--- src/hdl/indexed_to_rgba_expand_defines.svh ---
// assertion helpers used by the unpacker module
`ifndef INDEXED_TO_RGBA_EXPAND_DEFINES_SVH
`define INDEXED_TO_RGBA_EXPAND_DEFINES_SVH

// property checked on every rising edge, switched off while reset is low
`define ITR_ASSERT(lbl, clk, rst_n, prop, msg) \
    lbl: assert property (@(posedge clk) disable iff (!rst_n) (prop)) \
        else $error(msg);

// antecedent on one edge, consequent on the next
`define ITR_ASSERT_NEXT(lbl, clk, rst_n, ante, cons, msg) \
    lbl: assert property (@(posedge clk) disable iff (!rst_n) (ante) |=> (cons)) \
        else $error(msg);

`endif

--- src/hdl/itr_pkg.sv ---
`default_nettype none

package itr_pkg;

    localparam int unsigned MAX_WIDTH     = 4096;
    localparam int unsigned PALETTE_DEPTH = 256;

    localparam int unsigned PAL_AW     = (PALETTE_DEPTH > 1) ? $clog2(PALETTE_DEPTH) : 1;
    localparam int unsigned COL_W      = $clog2(MAX_WIDTH);
    localparam int unsigned WIDTH_W    = 13;
    localparam int unsigned COUNT_W    = 9;
    localparam int unsigned PIX_W      = 8;
    localparam int unsigned CHAN_W     = 8;
    localparam int unsigned COLOR_W    = 4 * CHAN_W;
    localparam int unsigned CFG_IDX_W  = 2;
    localparam int unsigned CFG_DATA_W = 13;
    localparam int unsigned K_W        = 3;

    typedef enum logic [CFG_IDX_W-1:0] {
        CFG_DEPTH_MODE   = 2'd0,
        CFG_IMAGE_WIDTH  = 2'd1,
        CFG_COLORS_COUNT = 2'd2
    } t_cfg_reg;

    typedef enum logic {
        OP_PALETTE_WRITE = 1'b0,
        OP_PIXEL         = 1'b1
    } t_op;

    typedef enum logic [1:0] {
        MODE_1BPP = 2'd0,
        MODE_2BPP = 2'd1,
        MODE_4BPP = 2'd2,
        MODE_8BPP = 2'd3
    } t_depth_mode;

    localparam t_depth_mode          DEPTH_MODE_RST   = MODE_8BPP;
    localparam logic [WIDTH_W-1:0]   IMAGE_WIDTH_RST  = 13'd640;
    localparam logic [COUNT_W-1:0]   COLORS_COUNT_RST = 9'd256;

    // effective settings after clamping
    typedef struct packed {
        t_depth_mode          mode;
        logic [WIDTH_W-1:0]   width;
        logic [COUNT_W-1:0]   count;
    } t_cfg;

    typedef struct packed {
        logic last_of_run;
        logic row_end;
    } t_pix_meta;

    typedef struct packed {
        t_op               op;
        logic [PIX_W-1:0]  pixel_byte;
        logic [7:0]        entry_index;
        logic [CHAN_W-1:0] entry_red;
        logic [CHAN_W-1:0] entry_green;
        logic [CHAN_W-1:0] entry_blue;
        logic [CHAN_W-1:0] entry_alpha;
    } t_in_item;

    typedef struct packed {
        logic [CHAN_W-1:0] red;
        logic [CHAN_W-1:0] green;
        logic [CHAN_W-1:0] blue;
        logic [CHAN_W-1:0] alpha;
        logic              last_of_run;
        logic              row_end;
    } t_out_item;

endpackage

`default_nettype wire

--- src/hdl/itr_out.sv ---
`default_nettype none

module itr_out (
    input  wire logic                         i_clk,
    input  wire logic                         i_rst_n,
    input  wire logic                         i_rd_en,
    input  wire itr_pkg::t_pix_meta           i_rd_meta,
    input  wire logic [itr_pkg::COLOR_W-1:0]  i_rd_data,
    output logic                              o_issue_ok,
    output logic                              o_out_valid,
    output itr_pkg::t_out_item                o_out_data,
    input  wire logic                         i_out_ready
);
    import itr_pkg::*;

    logic       r_s1_valid, n_s1_valid;
    t_pix_meta  r_s1_meta, n_s1_meta;
    logic       r_out_valid, n_out_valid;
    t_out_item  r_out, n_out;
    logic       s1_adv;

    // ram data waits in the ram's own read register while s1 is held
    always_comb begin
        s1_adv     = r_s1_valid && (!r_out_valid || i_out_ready);
        o_issue_ok = !r_s1_valid || s1_adv;

        n_s1_valid = i_rd_en ? 1'b1 : (s1_adv ? 1'b0 : r_s1_valid);
        n_s1_meta  = i_rd_en ? i_rd_meta : r_s1_meta;

        n_out_valid = s1_adv ? 1'b1 : (i_out_ready ? 1'b0 : r_out_valid);
        if (s1_adv) begin
            n_out = '{red:         i_rd_data[CHAN_W-1:0],
                      green:       i_rd_data[2*CHAN_W-1:CHAN_W],
                      blue:        i_rd_data[3*CHAN_W-1:2*CHAN_W],
                      alpha:       i_rd_data[4*CHAN_W-1:3*CHAN_W],
                      last_of_run: r_s1_meta.last_of_run,
                      row_end:     r_s1_meta.row_end};
        end else begin
            n_out = r_out;
        end

        o_out_valid = r_out_valid;
        o_out_data  = r_out;
    end

    always_ff @(posedge i_clk) begin
        if (!i_rst_n) begin
            r_s1_valid  <= 1'b0;
            r_out_valid <= 1'b0;
        end else begin
            r_s1_valid  <= n_s1_valid;
            r_out_valid <= n_out_valid;
        end
        r_s1_meta <= n_s1_meta;
        r_out     <= n_out;
    end

endmodule

`default_nettype wire

--- config.mk ---
export PLATFORM = sky130hd
export DESIGN_NAME = itr_out
export DESIGN_NICKNAME = d
export VERILOG_FILES = /design/src/hdl/indexed_to_rgba_expand_defines.svh /design/src/hdl/itr_pkg.sv /design/src/hdl/itr_out.sv
export SDC_FILE = /design/constraint.sdc
export NUM_CORES = 1
export LEC_CHECK = 0
export ABC_AREA = 1
export BUFFER_PORTS_ARGS = -buffer_cell sky130_fd_sc_hd__buf_2
export CORE_ASPECT_RATIO = 1.1
export CORE_MARGIN = 10
export CORE_UTILIZATION = 44
export DETAILED_ROUTE_END_ITERATION = 10
export PLACE_DENSITY = 0.87
export RECOVER_POWER = 25
export SYNTH_ARGS = -nofsm -noshare
export SYNTH_HDL_FRONTEND = slang
export SYNTH_SLANG_ARGS = --single-unit
--- constraint.sdc ---
create_clock -name i_clk -period 3.8 [get_ports i_clk]
set_input_delay 0.19 -clock i_clk [delete_from_list [all_inputs] [get_ports i_clk]]
set_output_delay 0.19 -clock i_clk [all_outputs]
set_load 0.01 [all_outputs]
==> impl_metrics.ini <==
[timing]
timing.fmax_mhz = 624
period_share_pct = 42.2
rsz0062_at_grt = no
hold_viol_final = 0
tightest_slew_ns = 0.983
finalSetupViolations = 0
relSlewSlack_pct = 34.3
drv_slew = 0
skew_ns = 0.00842
min_period_ns = 1.60
fin_tns_setup_ns = 0
fin_hold_ws_ns = 0.0256

[placed_design]
routabilityCongestion = 0.708
dp_hpwl_mm = 2.13
portBuffers = 73

[floorplanning]
io_pins = 74
fp.dieArea_sq_um = 5120
die_w_microns = 69.1
rows = 19
core-area_sq_um = 2520
start_util_pct = 46.4
dieHeight_microns = 74.1

[critical_path]
endpoint_kind = flip-flop
crit_fanout = 34
required_ns = 3.76
rrSetupSlack_ns = 2.20
critPathKind = flip-flop to flip-flop
worstPathArrival_ns = 1.56
critPathLaunchType = flip-flop

[logic_synthesis]
ys_ff_latch = 38
syn_area_sq_um = 1170
synth.avg_cell_area_sq_um = 24.9
post-synth-top-area-cell = edfxtp_1
synth_cells = 47
ys_seq_area_share_pct = 95.9
syn_nets = 85
ys_warn_count = 0
synth_cell_types = 7
synth_top_area_share_pct = 92.5
synth.area.top_cells = edfxtp_1 (93%), dfxtp_1 (3.4%), inv_1 (1.3%), a21oi_1 (0.86%), nand3_2 (0.86%)

[global_route]
antenna_found_initial = 0
grt_remaining_overflow = 0
grt_max_degree = 35
grt_pass1_wl_mm = 3.88
grt_pass1_vias = 798
track_usage_pct = 9.87

[power_and_ir_drop]
powerDensity_nw_per_um2 = 447
p_leak_nw = 0.696
ir_drop_mv = 0.360

[routing]
wl_per_cell_microns = 15.9
vias = 704
routed_wl_mm = 2.54
vias_per_cell = 4.43
first_pass_iters = 3
drc_errors = 0
ant_nets = 0
drt_iter0_markers = 8

[clock_network]
cts.htree.levels = 2
ctsRootBufferMaster = clkbuf_4
cts_hold_buf = 0
clk_latency_ns = 0.33
cts_tree = built
ctsResizeCount = 0
clock_sinks = 38
clk_transition_reported_paths_ns = 0.11
clk_path_buf_depth = 2
numCtsBuffers = 5
cts_setup_buffers = 0

[cells_and_area]
regArea_sq_um = 1120
num-nets-final = 165
multi_input_comb_area_sq_um = 43.8
drive_above_1_share_pct = 64.8
n_fill_cell = 199
syn2layout_area_growth_pct = 40.1
antennaDiodeCount = 0

[worst_hold_path]
hp-class = input port to flip-flop

[flow_run]
maxCapViolations = 0

[run_status]
outcome = completed
==> routing by layer <==
layer | part of all wire, % | track usage, % | vias to the layer above
met5 | 0 | 0 | -
met4 | 2.1 | 5.59 | 0
met2 | 56 | 17.9 | 45
li1 | - | - | 340
met3 | 12 | 6.25 | 7
met1 | 30 | 8.09 | 312
==> registers in the layout (all words and copies together), names as in the netlist <==
| register | flops |
|---|---|
| r_s1_valid | 1 |
| o_out_valid | 1 |
| r_s1_meta | 2 |
| o_out_data | 34 |
==> layout make-up <==
class,instances,area share [%]
multi-input cells,5,2.67
well taps,31,2.37
clock buffers,5,2.29
inverters,4,0.917
clock inverters,3,0.993
flip-flops and latches,38,68.4
repair buffers,73,22.3
==> worst max-delay path, stage by stage, from the launching register on <==
cell and delay (ns):
dfxtp_1 0.37, inv_1 0.10, a21oi_4 0.75
==> layout by cell type, fill, tap and decap left out <==
| cell type | count |
|---|---|
| buf_2 | 73 |
| edfxtp_1 | 36 |
| clkbuf_4 | 5 |
| inv_1 | 4 |
| dfxtp_1 | 2 |
| a21oi_4 | 1 |
| nand3_2 | 1 |
| a21oi_2 | 1 |
| nand2_1 | 1 |
| a21oi_1 | 1 |
| clkinvlp_4 | 1 |
| clkinv_1 | 1 |
| clkinv_2 | 1 |
==> power breakdown <==
part	internal [W]	switching (W)	total [W]
registers	0.000482	0.00000501	0.000487
clock network	0.0000688	0.000121	0.000189
logic	0.0000254	0.0000306	0.0000560
==> path summary, 6_finish.rpt <==
kind / to / cells past startpoint / startpoint
min reg2reg: o_out_data[1] / 0 / r_s1_meta[1]
max: o_out_data[27] / 2 / r_s1_valid
max reg2reg: o_out_data[27] / 2 / r_s1_valid
min: o_out_data[19] / 1 / i_rd_data[9]
==> kinds of logic after synthesis <==
| logic type | count (synthesis) | share of synthesized area, % |
|---|---|---|
| simple gates | 2 | 1.18 |
| compound gates | 3 | 1.61 |
| flops | 38 | 95.9 |
| buf+inv | 4 | 1.28 |
==> cell usage after synthesis <==
| master | count |
|---|---|
| a21oi_1 | 2 |
| nand3_2 | 1 |
| nand2_1 | 1 |
| dfxtp_1 | 2 |
| a21oi_2 | 1 |
| edfxtp_1 | 36 |
| inv_1 | 4 |
==> through the flow <==
step | power, W | worst slack, ns | area (sq um) | util (%) | instances
6_report | 0.000732 | 2.20 | 1640 | 65.0 | 159
5_1_grt | 0.000766 | 2.04 | 1640 | 65.0 | 159
4_1_cts | 0.000743 | 2.14 | 1640 | 65.0 | 159
3_5_place_dp | 0.000555 | 2.17 | 1580 | 62.9 | 151
3_3_place_gp | 0.000551 | 2.26 | 1580 | 62.9 | 151
2_1_floorplan | 0.000516 | 1.29 | 1170 | - | 47
Power figures use the tool's default switching activity.
