[src/hdl/indexed_to_rgba_expand_defines.svh]
// assertion helpers used by the unpacker module
`ifndef INDEXED_TO_RGBA_EXPAND_DEFINES_SVH
`define INDEXED_TO_RGBA_EXPAND_DEFINES_SVH

// property checked on every rising edge, switched off while reset is low
`define ITR_ASSERT(lbl, clk, rst_n, prop, msg) \
    lbl: assert property (@(posedge clk) disable iff (!rst_n) (prop)) \
        else $error(msg);

// antecedent on one edge, consequent on the next
`define ITR_ASSERT_NEXT(lbl, clk, rst_n, ante, cons, msg) \
    lbl: assert property (@(posedge clk) disable iff (!rst_n) (ante) |=> (cons)) \
        else $error(msg);

`endif

[src/hdl/itr_pkg.sv]
`default_nettype none

package itr_pkg;

    localparam int unsigned MAX_WIDTH     = 4096;
    localparam int unsigned PALETTE_DEPTH = 256;

    localparam int unsigned PAL_AW     = (PALETTE_DEPTH > 1) ? $clog2(PALETTE_DEPTH) : 1;
    localparam int unsigned COL_W      = $clog2(MAX_WIDTH);
    localparam int unsigned WIDTH_W    = 13;
    localparam int unsigned COUNT_W    = 9;
    localparam int unsigned PIX_W      = 8;
    localparam int unsigned CHAN_W     = 8;
    localparam int unsigned COLOR_W    = 4 * CHAN_W;
    localparam int unsigned CFG_IDX_W  = 2;
    localparam int unsigned CFG_DATA_W = 13;
    localparam int unsigned K_W        = 3;

    typedef enum logic [CFG_IDX_W-1:0] {
        CFG_DEPTH_MODE   = 2'd0,
        CFG_IMAGE_WIDTH  = 2'd1,
        CFG_COLORS_COUNT = 2'd2
    } t_cfg_reg;

    typedef enum logic {
        OP_PALETTE_WRITE = 1'b0,
        OP_PIXEL         = 1'b1
    } t_op;

    typedef enum logic [1:0] {
        MODE_1BPP = 2'd0,
        MODE_2BPP = 2'd1,
        MODE_4BPP = 2'd2,
        MODE_8BPP = 2'd3
    } t_depth_mode;

    localparam t_depth_mode          DEPTH_MODE_RST   = MODE_8BPP;
    localparam logic [WIDTH_W-1:0]   IMAGE_WIDTH_RST  = 13'd640;
    localparam logic [COUNT_W-1:0]   COLORS_COUNT_RST = 9'd256;

    // effective settings after clamping
    typedef struct packed {
        t_depth_mode          mode;
        logic [WIDTH_W-1:0]   width;
        logic [COUNT_W-1:0]   count;
    } t_cfg;

    typedef struct packed {
        logic last_of_run;
        logic row_end;
    } t_pix_meta;

    typedef struct packed {
        t_op               op;
        logic [PIX_W-1:0]  pixel_byte;
        logic [7:0]        entry_index;
        logic [CHAN_W-1:0] entry_red;
        logic [CHAN_W-1:0] entry_green;
        logic [CHAN_W-1:0] entry_blue;
        logic [CHAN_W-1:0] entry_alpha;
    } t_in_item;

    typedef struct packed {
        logic [CHAN_W-1:0] red;
        logic [CHAN_W-1:0] green;
        logic [CHAN_W-1:0] blue;
        logic [CHAN_W-1:0] alpha;
        logic              last_of_run;
        logic              row_end;
    } t_out_item;

endpackage

`default_nettype wire

[src/hdl/itr_unpack.sv]
`default_nettype none

module itr_unpack (
    input  wire logic                         i_clk,
    input  wire logic                         i_rst_n,
    input  wire itr_pkg::t_cfg                i_cfg,
    input  wire logic                         i_in_valid,
    input  wire itr_pkg::t_in_item            i_in_data,
    output logic                              o_in_ready,
    input  wire logic                         i_issue_ok,
    output logic                              o_rd_en,
    output logic [itr_pkg::PAL_AW-1:0]        o_rd_addr,
    output itr_pkg::t_pix_meta                o_rd_meta
);
    import itr_pkg::*;

    `include "indexed_to_rgba_expand_defines.svh"

    logic               r_busy, n_busy;
    logic [PIX_W-1:0]   r_byte, n_byte;
    logic [K_W-1:0]     r_k, n_k;
    logic [COL_W-1:0]   r_col, n_col;

    logic [PIX_W-1:0]   idx_raw;
    logic [PIX_W-1:0]   idx;
    logic [PIX_W-1:0]   byte_shift;
    logic [K_W-1:0]     last_k;
    logic [COL_W-1:0]   col_cur;
    logic [WIDTH_W-1:0] col_inc;
    logic               rend;
    logic               last;
    logic               issue;
    logic               issue_last;
    logic               in_fire;
    logic               pix_fire;

    // leftmost pixel sits in the top bits, the byte shifts left per pixel
    always_comb begin
        unique case (i_cfg.mode)
            MODE_1BPP: begin
                idx_raw    = {7'd0, r_byte[7]};
                byte_shift = {r_byte[6:0], 1'b0};
                last_k     = 3'd7;
            end
            MODE_2BPP: begin
                idx_raw    = {6'd0, r_byte[7:6]};
                byte_shift = {r_byte[5:0], 2'b00};
                last_k     = 3'd3;
            end
            MODE_4BPP: begin
                idx_raw    = {4'd0, r_byte[7:4]};
                byte_shift = {r_byte[3:0], 4'h0};
                last_k     = 3'd1;
            end
            MODE_8BPP: begin
                idx_raw    = r_byte;
                byte_shift = '0;
                last_k     = 3'd0;
            end
        endcase
    end

    always_comb begin
        idx       = ({1'b0, idx_raw} < i_cfg.count) ? idx_raw : '0;
        o_rd_addr = idx[PAL_AW-1:0];

        // a column left beyond a lowered width restarts the row
        col_cur   = (WIDTH_W'(r_col) >= i_cfg.width) ? '0 : r_col;
        col_inc   = WIDTH_W'(col_cur) + WIDTH_W'(1);
        rend      = (col_inc >= i_cfg.width);
        last      = rend || (r_k == last_k);

        issue      = r_busy && i_issue_ok;
        issue_last = issue && last;
        o_in_ready = !r_busy || issue_last;
        o_rd_en    = issue;
        o_rd_meta  = '{last_of_run: last, row_end: rend};

        in_fire  = i_in_valid && o_in_ready;
        pix_fire = in_fire && (i_in_data.op == OP_PIXEL);
    end

    always_comb begin
        priority if (pix_fire) begin
            n_busy = 1'b1;
            n_byte = i_in_data.pixel_byte;
            n_k    = '0;
        end else if (issue) begin
            n_busy = !last;
            n_byte = byte_shift;
            n_k    = r_k + K_W'(1);
        end else begin
            n_busy = r_busy;
            n_byte = r_byte;
            n_k    = r_k;
        end
        n_col = issue ? (rend ? '0 : col_inc[COL_W-1:0]) : r_col;
    end

    always_ff @(posedge i_clk) begin
        if (!i_rst_n) begin
            r_busy <= 1'b0;
            r_k    <= '0;
            r_col  <= '0;
        end else begin
            r_busy <= n_busy;
            r_k    <= n_k;
            r_col  <= n_col;
        end
        r_byte <= n_byte;
    end

    `ITR_ASSERT_NEXT(a_hold_on_stall, i_clk, i_rst_n, r_busy && !i_issue_ok,
        r_busy && $stable(r_byte) && $stable(r_k), "byte changed while stalled")
    `ITR_ASSERT_NEXT(a_run_continues, i_clk, i_rst_n, issue && !last,
        r_busy && (r_k == K_W'($past(r_k) + K_W'(1))), "run ended early")
    `ITR_ASSERT_NEXT(a_pixel_load, i_clk, i_rst_n, pix_fire,
        r_busy && (r_k == '0), "pixel byte not loaded")
    `ITR_ASSERT(a_col_on_row_end, i_clk, i_rst_n, !(issue && rend) || (n_col == '0),
        "column not cleared at row end")

endmodule

`default_nettype wire

[config.mk]
export PLATFORM = sky130hd
export DESIGN_NAME = itr_unpack
export DESIGN_NICKNAME = d
export VERILOG_FILES = /design/src/hdl/itr_pkg.sv /design/src/hdl/itr_unpack.sv
export VERILOG_INCLUDE_DIRS = /design/src /design/src/hdl
export SDC_FILE = /design/constraint.sdc
export NUM_CORES = 1
export LEC_CHECK = 0
export BUFFER_PORTS_ARGS = -buffer_cell sky130_fd_sc_hd__buf_2
export CAP_MARGIN = 30
export CORE_MARGIN = 2
export CORE_UTILIZATION = 50
export CTS_CLUSTER_DIAMETER = 100
export DETAILED_ROUTE_END_ITERATION = 10
export PLACE_DENSITY = 0.89
export SLEW_MARGIN = 10
export SYNTH_ARGS = -nofsm -noshare
export SYNTH_HDL_FRONTEND = slang
export SYNTH_SLANG_ARGS = --single-unit
[constraint.sdc]
create_clock -name i_clk -period 19.03 [get_ports i_clk]
set_input_delay 4.7575 -clock i_clk [delete_from_list [all_inputs] [get_ports i_clk]]
set_output_delay 4.7575 -clock i_clk [all_outputs]
set_load 0.05 [all_outputs]
==> results <==
- The flow ran to the end, and the final reports show no timing, DRC or antenna violations.
- In the finished design, the share of the clock period the worst path needs comes to 0.7477.
- The per-cell via count in the routed design is 5.707.
- For this design the static power due to leakage is 1.307 nW.
- The path with the worst hold slack has its endpoint at r_col[0].
- The arrival time reported for the critical path endpoint is 9.47 ns.
- The number of gates given a new drive strength after cts is 0.
- The initial standard-cell utilization of the core is 0.5192.
- The first global-routing pass estimated 9384 um of wire.
- The width of the die is 74.27 um.
- After detailed routing, the average wire length per cell comes to 13.63 um.
- The worst hold path was traced through 2 stages.
- OpenSTA, run right after detailed placement, puts the worst setup slack at 4.873 ns.
- By area the synthesized netlist is led by sky130_fd_sc_hd__ha_1, sky130_fd_sc_hd__dfxtp_1, sky130_fd_sc_hd__edfxtp_1.
- The setup TNS is 0 ns.
- For flop-to-flop paths, the worst setup slack is 13.37 ns.
- The share of the Yosys chip area taken by registers is 0.2271.
- Once placement completed, the tool counted placed cells totaling 409.
- The final estimated routing congestion in global placement is 0.8194.
- After global routing the overflow that remains totals 0.
- Once detailed placement completed, the half-perimeter wirelength came to 4412 um.
- The startpoint type of the worst setup path is an input pin.
- The distinct cell type count of the synthesized netlist is 53.
- 0 antenna diodes ended up in the layout.
- After synthesis, the largest family of logic cells by area is compound AO/OA/AOI/OAI gates.
- The die is 74.27 um tall.
- Setup slack on the critical path of the routed design comes to 4.801 ns.
- The synthesized design contains 24 register bits.
- In this run, CTS created clock tree buffers numbering 3.
- STA classifies the critical path endpoint as an output port.
- The detailed-route via count is 2,357.
- Buffers added to address setup during post-CTS repair amount to 0.
- The fraction of registers with async set or reset after synthesis is 0.
- The synthesized design spends more area on one cell type than any other, namely sky130_fd_sc_hd__ha_1.
- Sorting the synthesized cells by how often they occur yields sky130_fd_sc_hd__inv_1, sky130_fd_sc_hd__ha_1, sky130_fd_sc_hd__a21oi_1, sky130_fd_sc_hd__nand2_1, sky130_fd_sc_hd__dfxtp_1.
- The TritonCTS clock tree is done.
- Of the post-synthesis cell area, the part taken by muxes is 0.06386.
- The worst register-to-register path ends at r_byte[4].
- The detailed-route DRC error count is 0.
- Of the post-synthesis cell area, the dominant cell type holds 0.1723.
- The highest ir drop seen on vdd is 0.00002361 V.
- Setup repair after global routing left no endpoint under its margin.
- The netlist area before placement is 2469 um2.
- The detailed-routing iteration count for the pre-antenna-repair pass is 4.
- The number of warnings issued by yosys is 0.
- The multi-input combinational cells in the finished layout cover a total of 1688 um2.
- The post-detailed-placement cell area is 2730 um2.
- The total I/O pin count is 89.
- The top flip-flop cell by instance count after synthesis is sky130_fd_sc_hd__dfxtp_1.
- The final count of pins violating max slew is 0.
- The critical path class is input pin to output port.
- For this design, the sink count on the clock tree is 24.
- The maximum frequency from static timing analysis is 70.28 MHz.
- Yosys instantiated no cell more often than sky130_fd_sc_hd__inv_1.
- The number of cells on the worst reg-to-reg path is 19.
- In the global route stage, overall resource usage came out at 0.2114.
- The share of synthesized cell area in and, or, nand and nor gates is 0.2169.
- The relative max-transition margin is 0.5456.
- Of the total synthesized cell area, the portion taken by XOR and XNOR cells is 0.01064.
- The number of antenna violations at the first check in global routing is 0.
- The area fraction in compound gates after synthesis is 0.2200.
- The net count of the mapped netlist is 416.
- After detailed routing, the total wire length is 5629 um.
- The adder and majority gate portion of the synthesized area is 0.1723.
- After clock tree synthesis, the clock-pin slew on the worst setup and hold paths is 0.09 ns.
- Excluding fillers, the count of instances in the completed layout stands at 413.
- The layout cell share with drive strength beyond 1 is 0.1936.
- The startpoint of the most critical register-to-register path is r_col[2].
- The clock period could shrink to 14.23 ns.
- CTS built an H-tree with a depth of 1.
- The number of nets in the layout is 458.
- The library cell used as clock root buffer is sky130_fd_sc_hd__clkbuf_8.
- The sequential cell area in the final layout is 560.5 um2.
- Along the worst path, the maximum fanout reaches 19.
- The via count of the first global-routing pass is 2,200.
- The final worst clock skew is 0.002012 ns.
- The area of all placed cells without fillers is 2775 um2.
- The die footprint is 5515 um2.
- Entering global routing, the biggest net connects 26 pins.
- The slew at the pin closest to its max-slew limit is 0.6792 ns.
- Port buffering added 48 buffers.
- For this design, the CTS-stage hold fixing added 0 buffers.
- After technology mapping, the gate count stands at 305.
- The clock insertion delay at the later pin of the skew report is 0.26 ns.
- Max-cap violations in this run came to 0.
- The maximum buffer depth of the clock tree is 2.
- The synthesized design contains 8 enable-type register cells.
- The count of standard-cell rows is 25.
- In this run the worst hold path is classified as register to register.
- The synthesized area divided by synthesized cell count is 8.094 um2.
- In this run, the number of DRC markers left after iteration 0 of detailed routing was 144.
- For this design the ratio of total power to cell area is 45.51 nW/um2.
- The final hold violation count is 0.
- The area inside the core boundary is 4755 um2.
- The final setup violation count is 0.
- The number of fillers in the final layout is 442.
- The relative area change from synthesis to final layout is 12.42%.
- Power comes to 0.1263 mW.
- Once detail routing completed, the nets flagged for antenna violations numbered 0.
- The required time at the endpoint of the critical path is 14.27 ns.
- The startpoint of the tightest hold check path is r_col[0].
## registers in the layout, summed over array words and instances (netlist names)
register,count
r_k,3
r_busy,1
r_col,12
r_byte,8
## cell type report
cell class,count,area share
Timing Repair Buffer,50,0.09197
Multi-Input combinational cell,230,0.6082
Clock buffer,4,0.01623
Sequential cell,24,0.2020
Inverter,38,0.05140
Tap cell,67,0.03021
## logic make-up after synthesis
logic type / after synthesis
XOR/XNOR: 3
flip-flops: 24
buffers and inverters: 51
adder cells (fa/ha/maj): 34
AO/OA/AOI/OAI: 79
AND/OR/NAND/NOR: 103
multiplexers: 11
## per-stage QoR
stage,hold slack [ns],utilization
finish,0.4859,0.5837
floorplan,0.4451,-
global route,0.5134,0.5837
global placement,0.4600,0.5742
detailed placement,0.4691,0.5742
CTS,0.4818,0.5837
## worst max path at each step
stage,end,slack (ns),cells after the start,startpoint
after detailed placement,o_in_ready,4.87,22,i_cfg[11]
after CTS,o_in_ready,4.84,22,i_cfg[11]
after floorplan,o_rd_meta[0],5.73,24,i_cfg[11]
final,o_in_ready,4.80,22,i_cfg[11]
after global routing,o_in_ready,4.36,22,i_cfg[11]
after global placement,o_in_ready,4.99,22,i_cfg[11]
## placed cells by master, fill, tap and decap left out, drive strengths merged, types with 2 or more instances in the layout
cell    count
buf        50
inv        37
ha         34
a21oi      32
nand2      29
dfxtp      16
nor2       13
nor2b      12
nand3      10
a41oi       9
o22ai       9
nand2b      8
edfxtp      8
mux2        7
nor3        7
nand4       5
o21ai       5
and3        5
a21o        4
nor4        4
clkbuf      4
and2        3
mux2i       3
nor3b       3
o211ai      3
a311oi      3
a211oi      2
or3         2
xnor2       2
## power by group
| group | switching (mW) | leakage, nW | internal [mW] |
|---|---|---|---|
| Sequential | 0.00184 | 0.207 | 0.0557 |
| Clock | 0.0165 | 0.0228 | 0.0150 |
| Combinational | 0.0222 | 1.08 | 0.0151 |
## layer usage
layer | share of wire | up-vias | routed length, um | global-route usage
met5 | 0 | - | 0 | 0
met4 | 0.012 | 0 | 67 | 0.06548
met3 | 0.061 | 6 | 341 | 0.02710
met2 | 0.48 | 80 | 2687 | 0.3611
met1 | 0.45 | 1077 | 2533 | 0.2794
li1 | - | 1194 | - | -
## critical path, stage by stage
cell	delay, ns
sky130_fd_sc_hd__buf_2	0.07
sky130_fd_sc_hd__inv_1	0.04
sky130_fd_sc_hd__ha_1	0.31
sky130_fd_sc_hd__a21o_1	0.18
sky130_fd_sc_hd__a211oi_1	0.22
sky130_fd_sc_hd__a21oi_1	0.12
sky130_fd_sc_hd__or3_1	0.53
sky130_fd_sc_hd__nor2_1	0.24
sky130_fd_sc_hd__ha_1	0.32
sky130_fd_sc_hd__nand2_1	0.10
sky130_fd_sc_hd__nor2_1	0.30
sky130_fd_sc_hd__and2_1	0.20
sky130_fd_sc_hd__inv_1	0.07
sky130_fd_sc_hd__nor4_1	0.24
sky130_fd_sc_hd__ha_1	0.31
sky130_fd_sc_hd__a21oi_1	0.23
sky130_fd_sc_hd__o221a_1	0.23
sky130_fd_sc_hd__a32o_1	0.16
sky130_fd_sc_hd__buf_4	0.24
sky130_fd_sc_hd__nand2_1	0.14
sky130_fd_sc_hd__a21bo_2	0.23
sky130_fd_sc_hd__buf_2	0.21
No activity file was read; power rests on OpenSTA's default activity.
